$ cat config.mk
export PLATFORM = sky130hd
export DESIGN_NAME = synced_epoch_seconds_clock
export DESIGN_NICKNAME = d
export VERILOG_FILES = /design/src/hw/rtl/sesc_pkg.sv /design/src/hw/rtl/sesc_csr.sv /design/src/hw/rtl/sesc_core.sv /design/src/hw/rtl/synced_epoch_seconds_clock.sv
export SDC_FILE = /design/constraint.sdc
export NUM_CORES = 1
export LEC_CHECK = 0
export BUFFER_PORTS_ARGS = -buffer_cell sky130_fd_sc_hd__buf_2
export CORE_MARGIN = 2
export CORE_UTILIZATION = 60
export CTS_CLUSTER_DIAMETER = 120
export CTS_CLUSTER_SIZE = 24
export DETAILED_ROUTE_END_ITERATION = 8
export GPL_ROUTABILITY_DRIVEN = 0
export HOLD_SLACK_MARGIN = 0.03
export MAX_ROUTING_LAYER = met4
export PLACE_DENSITY_LB_ADDON = 0.12
export SLEW_MARGIN = 20
export SYNTH_ARGS = -nofsm -noshare
export SYNTH_HDL_FRONTEND = slang
export SYNTH_SLANG_ARGS = --single-unit
$ cat constraint.sdc
create_clock -name clock -period 7.35 [get_ports clock]
set_input_delay 0.3675 -clock clock [delete_from_list [all_inputs] [get_ports clock]]
set_output_delay 0.3675 -clock clock [all_outputs]
set_load 0.02 [all_outputs]
$ cat src/hw/rtl/sesc_pkg.sv
package sesc_pkg;

   localparam int TPS_W   = 20;
   localparam int EPOCH_W = 38;
   localparam int ACC_W   = 40;
   localparam int COUNT_W = 4;

   localparam logic [TPS_W-1:0]   TPS_RESET       = 20'd1000000;
   localparam logic [EPOCH_W-1:0] MIN_EPOCH_RESET = 38'd1704067200;
   localparam logic [EPOCH_W-1:0] MAX_EPOCH_RESET = 38'd253402300799;

   localparam logic [COUNT_W-1:0] LEN_MIN   = 4'd10;
   localparam logic [COUNT_W-1:0] LEN_MAX   = 4'd12;
   localparam logic [COUNT_W-1:0] COUNT_SAT = 4'd15;

   localparam logic [7:0] CHAR_ZERO = 8'h30;
   localparam logic [7:0] CHAR_NINE = 8'h39;

   typedef enum logic [1:0] {
      MODE_CHAR   = 2'd0,
      MODE_COMMIT = 2'd1,
      MODE_TICK   = 2'd2,
      MODE_QUERY  = 2'd3
   } mode_type;

   typedef enum logic [1:0] {
      CSR_TICKS_PER_SECOND = 2'd0,
      CSR_MIN_EPOCH        = 2'd1,
      CSR_MAX_EPOCH        = 2'd2
   } csr_index_type;

   localparam logic KIND_COMMIT = 1'b0;
   localparam logic KIND_QUERY  = 1'b1;

   typedef struct packed {
      logic [TPS_W-1:0]   ticks_per_second;
      logic [EPOCH_W-1:0] min_epoch;
      logic [EPOCH_W-1:0] max_epoch;
   } cfg_type;

   typedef struct packed {
      logic               reply_kind;
      logic               sync_ok;
      logic               time_valid;
      logic [EPOCH_W-1:0] seconds;
   } rsp_type;

endpackage

$ cat src/hw/rtl/sesc_csr.sv
module sesc_csr
   import sesc_pkg::*;
(
   input  logic                clock,
   input  logic                reset,
   input  logic                csr_valid,
   input  logic [1:0]          csr_index,
   input  logic [EPOCH_W-1:0]  csr_data,
   output cfg_type             cfg
);

   cfg_type cfg_ff;
   cfg_type cfg_in;

   always_comb begin
      cfg_in = cfg_ff;
      if (csr_valid) begin
         unique case (csr_index_type'(csr_index))
            CSR_TICKS_PER_SECOND: cfg_in.ticks_per_second = csr_data[TPS_W-1:0];
            CSR_MIN_EPOCH:        cfg_in.min_epoch        = csr_data;
            CSR_MAX_EPOCH:        cfg_in.max_epoch        = csr_data;
            default:              cfg_in                  = cfg_ff;
         endcase
      end
   end

   always_ff @(posedge clock) begin
      if (reset) begin
         cfg_ff.ticks_per_second <= TPS_RESET;
         cfg_ff.min_epoch        <= MIN_EPOCH_RESET;
         cfg_ff.max_epoch        <= MAX_EPOCH_RESET;
      end else begin
         cfg_ff <= cfg_in;
      end
   end

   assign cfg = cfg_ff;

endmodule

$ cat src/hw/rtl/sesc_core.sv
module sesc_core
   import sesc_pkg::*;
(
   input  logic       clock,
   input  logic       reset,
   input  logic       fire,
   input  mode_type   mode,
   input  logic [7:0] char_code,
   input  cfg_type    cfg,
   output logic       has_result,
   output rsp_type    result
);

   logic [ACC_W-1:0]   digit_value_ff, digit_value_in;
   logic [COUNT_W-1:0] char_count_ff, char_count_in;
   logic               bad_char_ff, bad_char_in;
   logic [EPOCH_W-1:0] epoch_ff, epoch_in;
   logic [TPS_W-1:0]   sub_second_ff, sub_second_in;
   logic               clock_valid_ff, clock_valid_in;

   logic               is_digit;
   logic [3:0]         char_offset;
   logic [ACC_W+3:0]   acc_wide;
   logic               sync_ok;
   logic [EPOCH_W-1:0] epoch_post;
   logic               valid_post;
   logic               valid_reply;
   logic [TPS_W-1:0]   sub_inc;

   assign is_digit    = (char_code >= CHAR_ZERO) && (char_code <= CHAR_NINE);
   assign char_offset = 4'(char_code - CHAR_ZERO);
   // value * 10 + digit, kept wide so saturation can be seen
   assign acc_wide = {1'b0, digit_value_ff, 3'b000} + {3'b000, digit_value_ff, 1'b0}
                   + {{ACC_W{1'b0}}, char_offset};

   assign sync_ok = !bad_char_ff && (char_count_ff >= LEN_MIN) && (char_count_ff <= LEN_MAX)
                    && (digit_value_ff >= {2'b00, cfg.min_epoch})
                    && (digit_value_ff <= {2'b00, cfg.max_epoch});

   // on a query no sync is applied
   assign epoch_post  = (mode == MODE_COMMIT && sync_ok) ? digit_value_ff[EPOCH_W-1:0]
                                                         : epoch_ff;
   assign valid_post  = clock_valid_ff || (mode == MODE_COMMIT && sync_ok);
   assign valid_reply = valid_post && !(epoch_post > cfg.max_epoch);

   assign sub_inc = sub_second_ff + 1'b1;

   always_comb begin
      digit_value_in = digit_value_ff;
      char_count_in  = char_count_ff;
      bad_char_in    = bad_char_ff;
      epoch_in       = epoch_ff;
      sub_second_in  = sub_second_ff;
      clock_valid_in = clock_valid_ff;
      unique case (mode)
         MODE_CHAR: begin
            if (char_count_ff != COUNT_SAT) char_count_in = char_count_ff + 1'b1;
            if (!is_digit) begin
               bad_char_in = 1'b1;
            end else if (acc_wide[ACC_W+3:ACC_W] != 4'd0) begin
               digit_value_in = {ACC_W{1'b1}};
            end else begin
               digit_value_in = acc_wide[ACC_W-1:0];
            end
         end
         MODE_COMMIT: begin
            digit_value_in = '0;
            char_count_in  = '0;
            bad_char_in    = 1'b0;
            epoch_in       = epoch_post;
            if (sync_ok) sub_second_in = '0;
            clock_valid_in = valid_reply;
         end
         MODE_TICK: begin
            if (clock_valid_ff) begin
               if (sub_inc >= cfg.ticks_per_second) begin
                  sub_second_in = '0;
                  if (epoch_ff >= cfg.max_epoch) clock_valid_in = 1'b0;
                  else epoch_in = epoch_ff + 1'b1;
               end else begin
                  sub_second_in = sub_inc;
               end
            end
         end
         MODE_QUERY: begin
            clock_valid_in = valid_reply;
         end
         default: begin
            clock_valid_in = clock_valid_ff;
         end
      endcase
   end

   always_ff @(posedge clock) begin
      if (reset) begin
         digit_value_ff <= '0;
         char_count_ff  <= '0;
         bad_char_ff    <= 1'b0;
         epoch_ff       <= '0;
         sub_second_ff  <= '0;
         clock_valid_ff <= 1'b0;
      end else if (fire) begin
         digit_value_ff <= digit_value_in;
         char_count_ff  <= char_count_in;
         bad_char_ff    <= bad_char_in;
         epoch_ff       <= epoch_in;
         sub_second_ff  <= sub_second_in;
         clock_valid_ff <= clock_valid_in;
      end
   end

   assign has_result        = (mode == MODE_COMMIT) || (mode == MODE_QUERY);
   assign result.reply_kind = (mode == MODE_QUERY) ? KIND_QUERY : KIND_COMMIT;
   assign result.sync_ok    = (mode == MODE_COMMIT) && sync_ok;
   assign result.time_valid = valid_reply;
   assign result.seconds    = valid_reply ? epoch_post : '0;

endmodule

$ cat src/hw/rtl/synced_epoch_seconds_clock.sv
// Unix-seconds wall clock, set from a decimal string of 10 to 12 digits.
// Request channel (req_valid/req_ready): req_mode 0 carries one character
// of the sync string in req_char_code, 1 commits the string, 2 is one
// prescaler tick, 3 asks for the time. Commits and queries give one
// response on the rsp_ channel; characters and ticks give none.
// Configuration (csr_valid/csr_ready, always ready): index 0 ticks per
// second, 1 minimum epoch, 2 maximum epoch; other indexes are ignored.
// Write it only while no request is in flight.
// A request is registered in the input register on acceptance and is
// processed from there when it fires; its response then goes to the
// response register. One request can be accepted every cycle unless a
// response stall holds it; the rate rests on the state update after the
// input register. When the response register is full and rsp_ready is low,
// requests that produce a response wait in the input register and
// req_ready drops; characters and ticks still pass.
// Reset clears the clock to not synced and loads the default registers.
module synced_epoch_seconds_clock
   import sesc_pkg::*;
(
   input  logic               clock,
   input  logic               reset,
   input  logic               req_valid,
   output logic               req_ready,
   input  logic [1:0]         req_mode,
   input  logic [7:0]         req_char_code,
   output logic               rsp_valid,
   input  logic               rsp_ready,
   output logic               rsp_reply_kind,
   output logic               rsp_sync_ok,
   output logic               rsp_time_valid,
   output logic [EPOCH_W-1:0] rsp_seconds,
   input  logic               csr_valid,
   output logic               csr_ready,
   input  logic [1:0]         csr_index,
   input  logic [EPOCH_W-1:0] csr_data
);

   logic       in_valid_ff, in_valid_in;
   mode_type   mode_ff;
   logic [7:0] char_code_ff;
   logic       rsp_valid_ff, rsp_valid_in;
   rsp_type    rsp_ff;

   cfg_type    cfg;
   rsp_type    result;
   logic       has_result;
   logic       out_free;
   logic       fire;

   assign csr_ready = 1'b1;

   sesc_csr u_csr (
      .clock     (clock),
      .reset     (reset),
      .csr_valid (csr_valid),
      .csr_index (csr_index),
      .csr_data  (csr_data),
      .cfg       (cfg)
   );

   sesc_core u_core (
      .clock      (clock),
      .reset      (reset),
      .fire       (fire),
      .mode       (mode_ff),
      .char_code  (char_code_ff),
      .cfg        (cfg),
      .has_result (has_result),
      .result     (result)
   );

   assign out_free  = !rsp_valid_ff || rsp_ready;
   assign fire      = in_valid_ff && (!has_result || out_free);
   assign req_ready = !in_valid_ff || fire;

   always_comb begin
      in_valid_in = in_valid_ff;
      if (req_ready) in_valid_in = req_valid;
      rsp_valid_in = rsp_valid_ff;
      if (rsp_ready) rsp_valid_in = 1'b0;
      if (fire && has_result) rsp_valid_in = 1'b1;
   end

   always_ff @(posedge clock) begin
      if (reset) begin
         in_valid_ff  <= 1'b0;
         rsp_valid_ff <= 1'b0;
      end else begin
         in_valid_ff  <= in_valid_in;
         rsp_valid_ff <= rsp_valid_in;
      end
   end

   always_ff @(posedge clock) begin
      if (req_valid && req_ready) begin
         mode_ff      <= mode_type'(req_mode);
         char_code_ff <= req_char_code;
      end
      if (fire && has_result) rsp_ff <= result;
   end

   assign rsp_valid      = rsp_valid_ff;
   assign rsp_reply_kind = rsp_ff.reply_kind;
   assign rsp_sync_ok    = rsp_ff.sync_ok;
   assign rsp_time_valid = rsp_ff.time_valid;
   assign rsp_seconds    = rsp_ff.seconds;

   a_reset_empty : assert property (@(posedge clock) reset |=> !rsp_valid)
      else $error("response pending after reset");

   a_ok_on_commit : assert property (@(posedge clock) disable iff (reset)
      rsp_valid && rsp_sync_ok |-> rsp_reply_kind == KIND_COMMIT && rsp_time_valid)
      else $error("accepted sync outside a commit response or clock not valid");

   a_zero_invalid : assert property (@(posedge clock) disable iff (reset)
      rsp_valid && !rsp_time_valid |-> rsp_seconds == '0)
      else $error("seconds reported while clock not valid");

   a_stall_blocks : assert property (@(posedge clock) disable iff (reset)
      in_valid_ff && has_result && rsp_valid && !rsp_ready |-> !req_ready)
      else $error("request taken while response path blocked");

endmodule
# Word-level counts from Yosys, hierarchy flattened
# Index checks and enable logic that the tools add are counted.
totals:
  elab_cells: 105
  in_bits: 55
  out_inout_bits: 44
  register_bits: 253
classes:
  eq_ne: 13
  add_sub_neg: 6
  mux: 23
  reduce_logical: 37
  magnitude_cmp: 9
op_table:
  columns: ["op", "count"]
  rows:
  - ["$mux W38", 4]
  - ["$mux W40", 2]
  - ["$pmux W40 S2", 1]
  - ["$pmux W38 S2", 1]
  - ["$mux W20", 3]
  - ["$add A43 B41 Y44", 1]
  - ["$add A44 B4 Y44", 1]
  - ["$ge A40 B38 Y1", 1]
  - ["$le A40 B38 Y1", 1]
  - ["$pmux W20 S2", 1]
  - ["$add A38 B1 Y38 const B", 1]
  - ["$ge A38 B38 Y1", 1]
  - ["$gt A38 B38 Y1", 1]
  - ["$add A20 B1 Y20 const B", 1]
  - ["$ge A20 B20 Y1", 1]
  - ["$logic_and A1 B1 Y1", 10]
  - ["$ne A2 B1 Y1 const B", 5]
  - ["$reduce_and A3 Y1", 3]
  - ["$ge A8 B6 Y1 const B", 1]
  - ["$le A8 B6 Y1 const B", 1]
  - ["$pmux W4 S2", 1]
  - ["$reduce_and A2 Y1", 4]
  - ["$reduce_bool A2 Y1", 4]
  - ["$mux W1", 7]
  - ["17 further kinds", 31]

# Depth between registers and ports, before layout
depth:
  depth_word: 11
  ltp_mapped: 24
  ltp_nobuf: 21

# Modules after synthesis
# A second synthesis with hierarchy kept.
hier_totals:
  hier_cells: 2050
  area_unflattened_um2: 18261.3
by_module_without_submodules:
  columns: ["mod", "area_each_um2", "cells_per_inst", "seq_area_each_um2", "n_inst"]
  rows:
  - ["sesc_core", 12657.1, 1599, 2082.0, 1]
  - ["sesc_csr", 3957.5, 386, 1921.8, 1]
  - ["synced_epoch_seconds_clock", 1646.6, 65, 1571.5, 1]

# Worst setup path before layout
# OpenSTA, ideal clock, no wires.
synth_path:
  kind: "register to register"
  from: "register u_core.digit_value_ff[29]"
  to: "register rsp_ff, in the netlist rsp_seconds[10] (data pin)"
  path_buffers: 3
  t_required_ps: 7209
  synth_period_minus_slack_ps: 4528
  arrival_time_ps: 4387
  setup_ps: 141
  path_slack_ps: 2822
  stages_incl_launch_ff: 24
  path_cell_list: "dfxtp_1 ha_1 and4_1 and4_1 a2111o_1 a41o_1 nor4_4 o22a_1 buf_4 nand2_4 buf_6 mux2i_1 inv_1 ha_1 nor2b_1 o21ai_0 nand2b_1 a21oi_1 o21ai_0 a221o_1 nor3_1 o22ai_1 clkbuf_1 nor2b_1"
synth_between:
  elab_chain_cells: 8
  elab_cells_between_ends: 10
  cone_classes: "3 x order compare; 1 x mux; 6 x reduce/logical"
synth_lines:
  columns: ["element", "line_no", "text"]
  rows:
  - ["start, declared", "sesc_core.sv:14", "logic [ACC_W-1:0] digit_value_ff, digit_value_in;"]
  - ["start signal, assigned", "sesc_core.sv:103", "digit_value_ff <= digit_value_in;"]
  - ["$ge A40 B38 Y1", "sesc_core.sv:37", "&& (digit_value_ff >= {2'b00, cfg.min_epoch})"]
  - ["$logic_and A1 B1 Y1", "sesc_core.sv:37", null]
  - ["$logic_and A1 B1 Y1 (*)", "sesc_core.sv:38", "&& (digit_value_ff <= {2'b00, cfg.max_epoch});"]
  - ["$logic_and A1 B1 Y1 (*)", "sesc_core.sv:41", "assign epoch_post = (mode == MODE_COMMIT && sync_ok) ? digit_value_ff[EPOCH_W-1:0]"]
  - ["$mux W38 (*)", "sesc_core.sv:41", null]
  - ["named net u_core.epoch_post[1]", "sesc_core.sv:25", "logic [EPOCH_W-1:0] epoch_post;"]
  - ["$gt A38 B38 Y1 (*)", "sesc_core.sv:44", "assign valid_reply = valid_post && !(epoch_post > cfg.max_epoch);"]
  - ["$logic_not A1 Y1 (*)", "sesc_core.sv:44", null]
  - ["$logic_and A1 B1 Y1 (*)", "sesc_core.sv:44", null]
  - ["end signal, assigned", "synced_epoch_seconds_clock.sv:99", "if (fire && has_result) rsp_ff <= result;"]
  - ["end, declared", "synced_epoch_seconds_clock.sv:42", "rsp_type rsp_ff;"]
# The timed path passes the listed nets; every way through them passes the cells marked *.
# A chain may end at the register's enable or synchronous reset.

# Worst setup path after layout
layout_path:
  from: "register u_core.digit_value_ff[29]"
  to: "register rsp_ff, in the netlist rsp_seconds[4] (data pin)"
# Same word-level chain as after synthesis.

==> results.json <==
{
  "status": "finished clean",
  "crit_family": "simple AND/OR/NAND/NOR gates",
  "numCtsBuffers": 14,
  "period_minus_slack_ns": 6.17,
  "hp-class": "in -> reg",
  "fin_tns_setup_ns": 0,
  "multi_input_area_sq_mm": 0.0117,
  "ys_types": 95,
  "worst_ep_required_time_ns": 7.60,
  "syn-num-nets": 2465,
  "vias_per_cell": 6.46,
  "crit_path_max_fanout": 25,
  "period_share_pct": 83.9,
  "fp.coreArea_sq_mm": 0.0298,
  "total_power_w": 0.00256,
  "slew_violations": 0,
  "htreeDepth": 1,
  "initial_core_util_pct": 61.4,
  "antenna_found_initial": 0,
  "n_antenna_cell": 0,
  "synth_edf_count": 51,
  "seq_area_sq_mm": 0.00558,
  "netlist_area_sq_mm": 0.0183,
  "routedWlPerCell_microns": 20.8,
  "relSlewSlack_pct": 22.7,
  "io_pins": 99,
  "maxCapViolCount": 0,
  "crit_slowest_cell": "dfxtp_1",
  "setup_viol": 0,
  "yosys_warnings": 0,
  "num_vias": 16700,
  "tightest_slew_ns": 1.15,
  "firstDrtPassIters": 5,
  "cts_setup_buffers": 0,
  "port_buffers": 97,
  "die_y_microns": 179,
  "power_density_mw_per_mm2": 131,
  "fmax_mhz": 162,
  "area_delta_synth_final_pct": 6.67,
  "drive_gt1_share_pct": 9.93,
  "fin_worst_skew_ns": 0.0331,
  "grt_max_degree": 65,
  "synthFlopType": "dfxtp_1",
  "hpwl_mm": 40.9,
  "fill_cells": 2547,
  "critical_path_arrival_ns": 6.42,
  "drc": 0,
  "crit_type": "reg -> reg",
  "worstSetupStartpointType": "flop",
  "placed_cells": 2554,
  "dieArea_sq_mm": 0.0319,
  "rsz0062_at_grt": "false",
  "postRouteAntennaNets": 0,
  "instances_no_fill": 2585,
  "nNetsFinal": 2505,
  "grt_pass1_vias": 15600,
  "cts_tree": "yes",
  "globalRouteOverflowTotal": 0,
  "end_kind": "flop",
  "hold_viol": 0,
  "wirelength_mm": 53.8,
  "ys_seq_area_share_pct": 30.5,
  "path_cells": "ha_1, and4_1, and4_1, a2111o_1, a41o_1, nor4_4, o22a_1, nand2_4, inv_4, mux2i_1, inv_1, ha_1, nand4_1, nor4_1, o32ai_1, o22ai_4, buf_4, nor2b_1",
  "clk_pin_slew_ns": 0.10,
  "avgSynthCellArea_sq_um": 8.51,
  "fp-row-count": 63,
  "ctsRootBufferMaster": "clkbuf_16",
  "clock_sinks": 253,
  "die_w_microns": 179,
  "grtUsageTotal_pct": 34.2,
  "ctsResizeCount": 0,
  "ctsLongestPathBuffers": 3,
  "insertion_delay_ns": 0.52,
  "ys_ff_latch": 253,
  "peakVddDrop_mv": 0.118,
  "p_leak_nw": 8.90,
  "critical-path-max-stage-delay_ns": 0.54,
  "drtIter0Drc": 1627,
  "synth-async-reset-ratio_pct": 0,
  "grt_first_pass_wirelength_mm": 84.2,
  "syn-instance-count": 2148,
  "critPathBufInv": 3
}
[cells by family (layout without fill, tap and decap cells)]
logic type,count (synthesis),in the layout,synth area share [%]
simple gates,685,685,17.9
mux,39,39,2.55
flops,253,253,30.5
buf+inv,244,291,5.45
xor+xnor,56,56,2.68
compound gates,608,608,22.9
fa+ha+maj,262,262,18.0
other cells,1,1,0.0205
[path summary, 6_finish.rpt]
check | start | end | slack [ns] | cells past startpoint
setup / recovery | u_core.digit_value_ff[29] | rsp_seconds[4] | 1.18 | 18
hold / removal | req_char_code[0] | char_code_ff[0] | 0.06 | 1
setup reg to reg | u_core.digit_value_ff[29] | rsp_seconds[4] | 1.18 | 18
hold reg to reg | u_csr.cfg[71] | u_csr.cfg[71] | 0.46 | 2
[final cells by class]
type,instances,area share [%]
clock buffers,22,2.06
flip-flops and latches,253,28.6
repair buffers,129,3.84
well taps,390,2.50
multi-input cells,1651,60.2
clock inverters,1,0.0834
inverters,139,2.69
[placed cells by master (no fill, tap or decap), drive strengths merged, types with 12 or more instances in the layout]
master  instances
mux2           19
and3           38
nor2          112
o211ai         57
a211oi         20
inv           138
nand4          44
a21o           41
o21ai          87
clkbuf         22
xnor2          36
nand2         287
a21oi         227
ha            260
buf           121
nand3          65
dfxtp         202
nor2b          36
nor3           30
a31oi          18
xor2           20
a221oi         33
and2           12
edfxtp         51
mux2i          20
[sequential cells by signal, indices dropped and copies added (netlist names), 2 cells and up]
register               count
mode_ff                    2
u_core.epoch_ff           38
u_csr.cfg                 96
u_core.char_count_ff       4
char_code_ff               8
rsp_seconds               38
u_core.sub_second_ff      20
u_core.digit_value_ff     40
[stage by stage]
stage	setup WS [ns]	area (sq um)	util [%]	hold WS [ns]
global placement	1.45	19000	63.8	0.443
floorplan	2.82	18300	-	0.436
CTS	1.29	19500	65.4	0.0309
global route	0.781	19500	65.4	0.0479
finish	1.18	19500	65.4	0.0564
detailed placement	1.34	19000	63.8	0.446
[metal layers]
layer | track usage [%] | share of wire [%] | vias up
met4 | 12.6 | 4.0 | 0
met2 | 51.6 | 43 | 778
met3 | 5.48 | 9.0 | 135
met5 | - | 0 | -
li1 | - | - | 7926
met1 | 46.3 | 44 | 7873
[cell usage after synthesis, types with 20 or more instances]
cell,n,area share (%)
dfxtp_1,202,22
a21oi_1,224,6.1
nor2b_1,36,1.2
nand2_1,285,5.9
a21o_1,41,1.7
xor2_1,20,0.96
o211ai_1,56,2.3
clkbuf_1,76,1.6
nand3_1,65,1.8
and3_1,38,1.3
mux2i_1,20,1.1
a221oi_2,28,2.3
nor3_1,29,0.79
xnor2_1,36,1.7
nor2_1,111,2.3
edfxtp_1,51,8.4
inv_1,138,2.8
o21ai_0,84,2.3
ha_1,260,18
nand4_1,44,1.5
[where the power goes]
part           switching, W  internal, W
combinational      0.000161    0.0000703
clock              0.000492     0.000386
sequential        0.0000132      0.00144
[what timing repair did]
item | 4_1_cts | 5_1_grt
endpoints found under the hold margin | 7 | 1
hold buffers | 7 | 1
setup endpoints to repair | 0 | 0
Power figures use the tool's default switching activity.
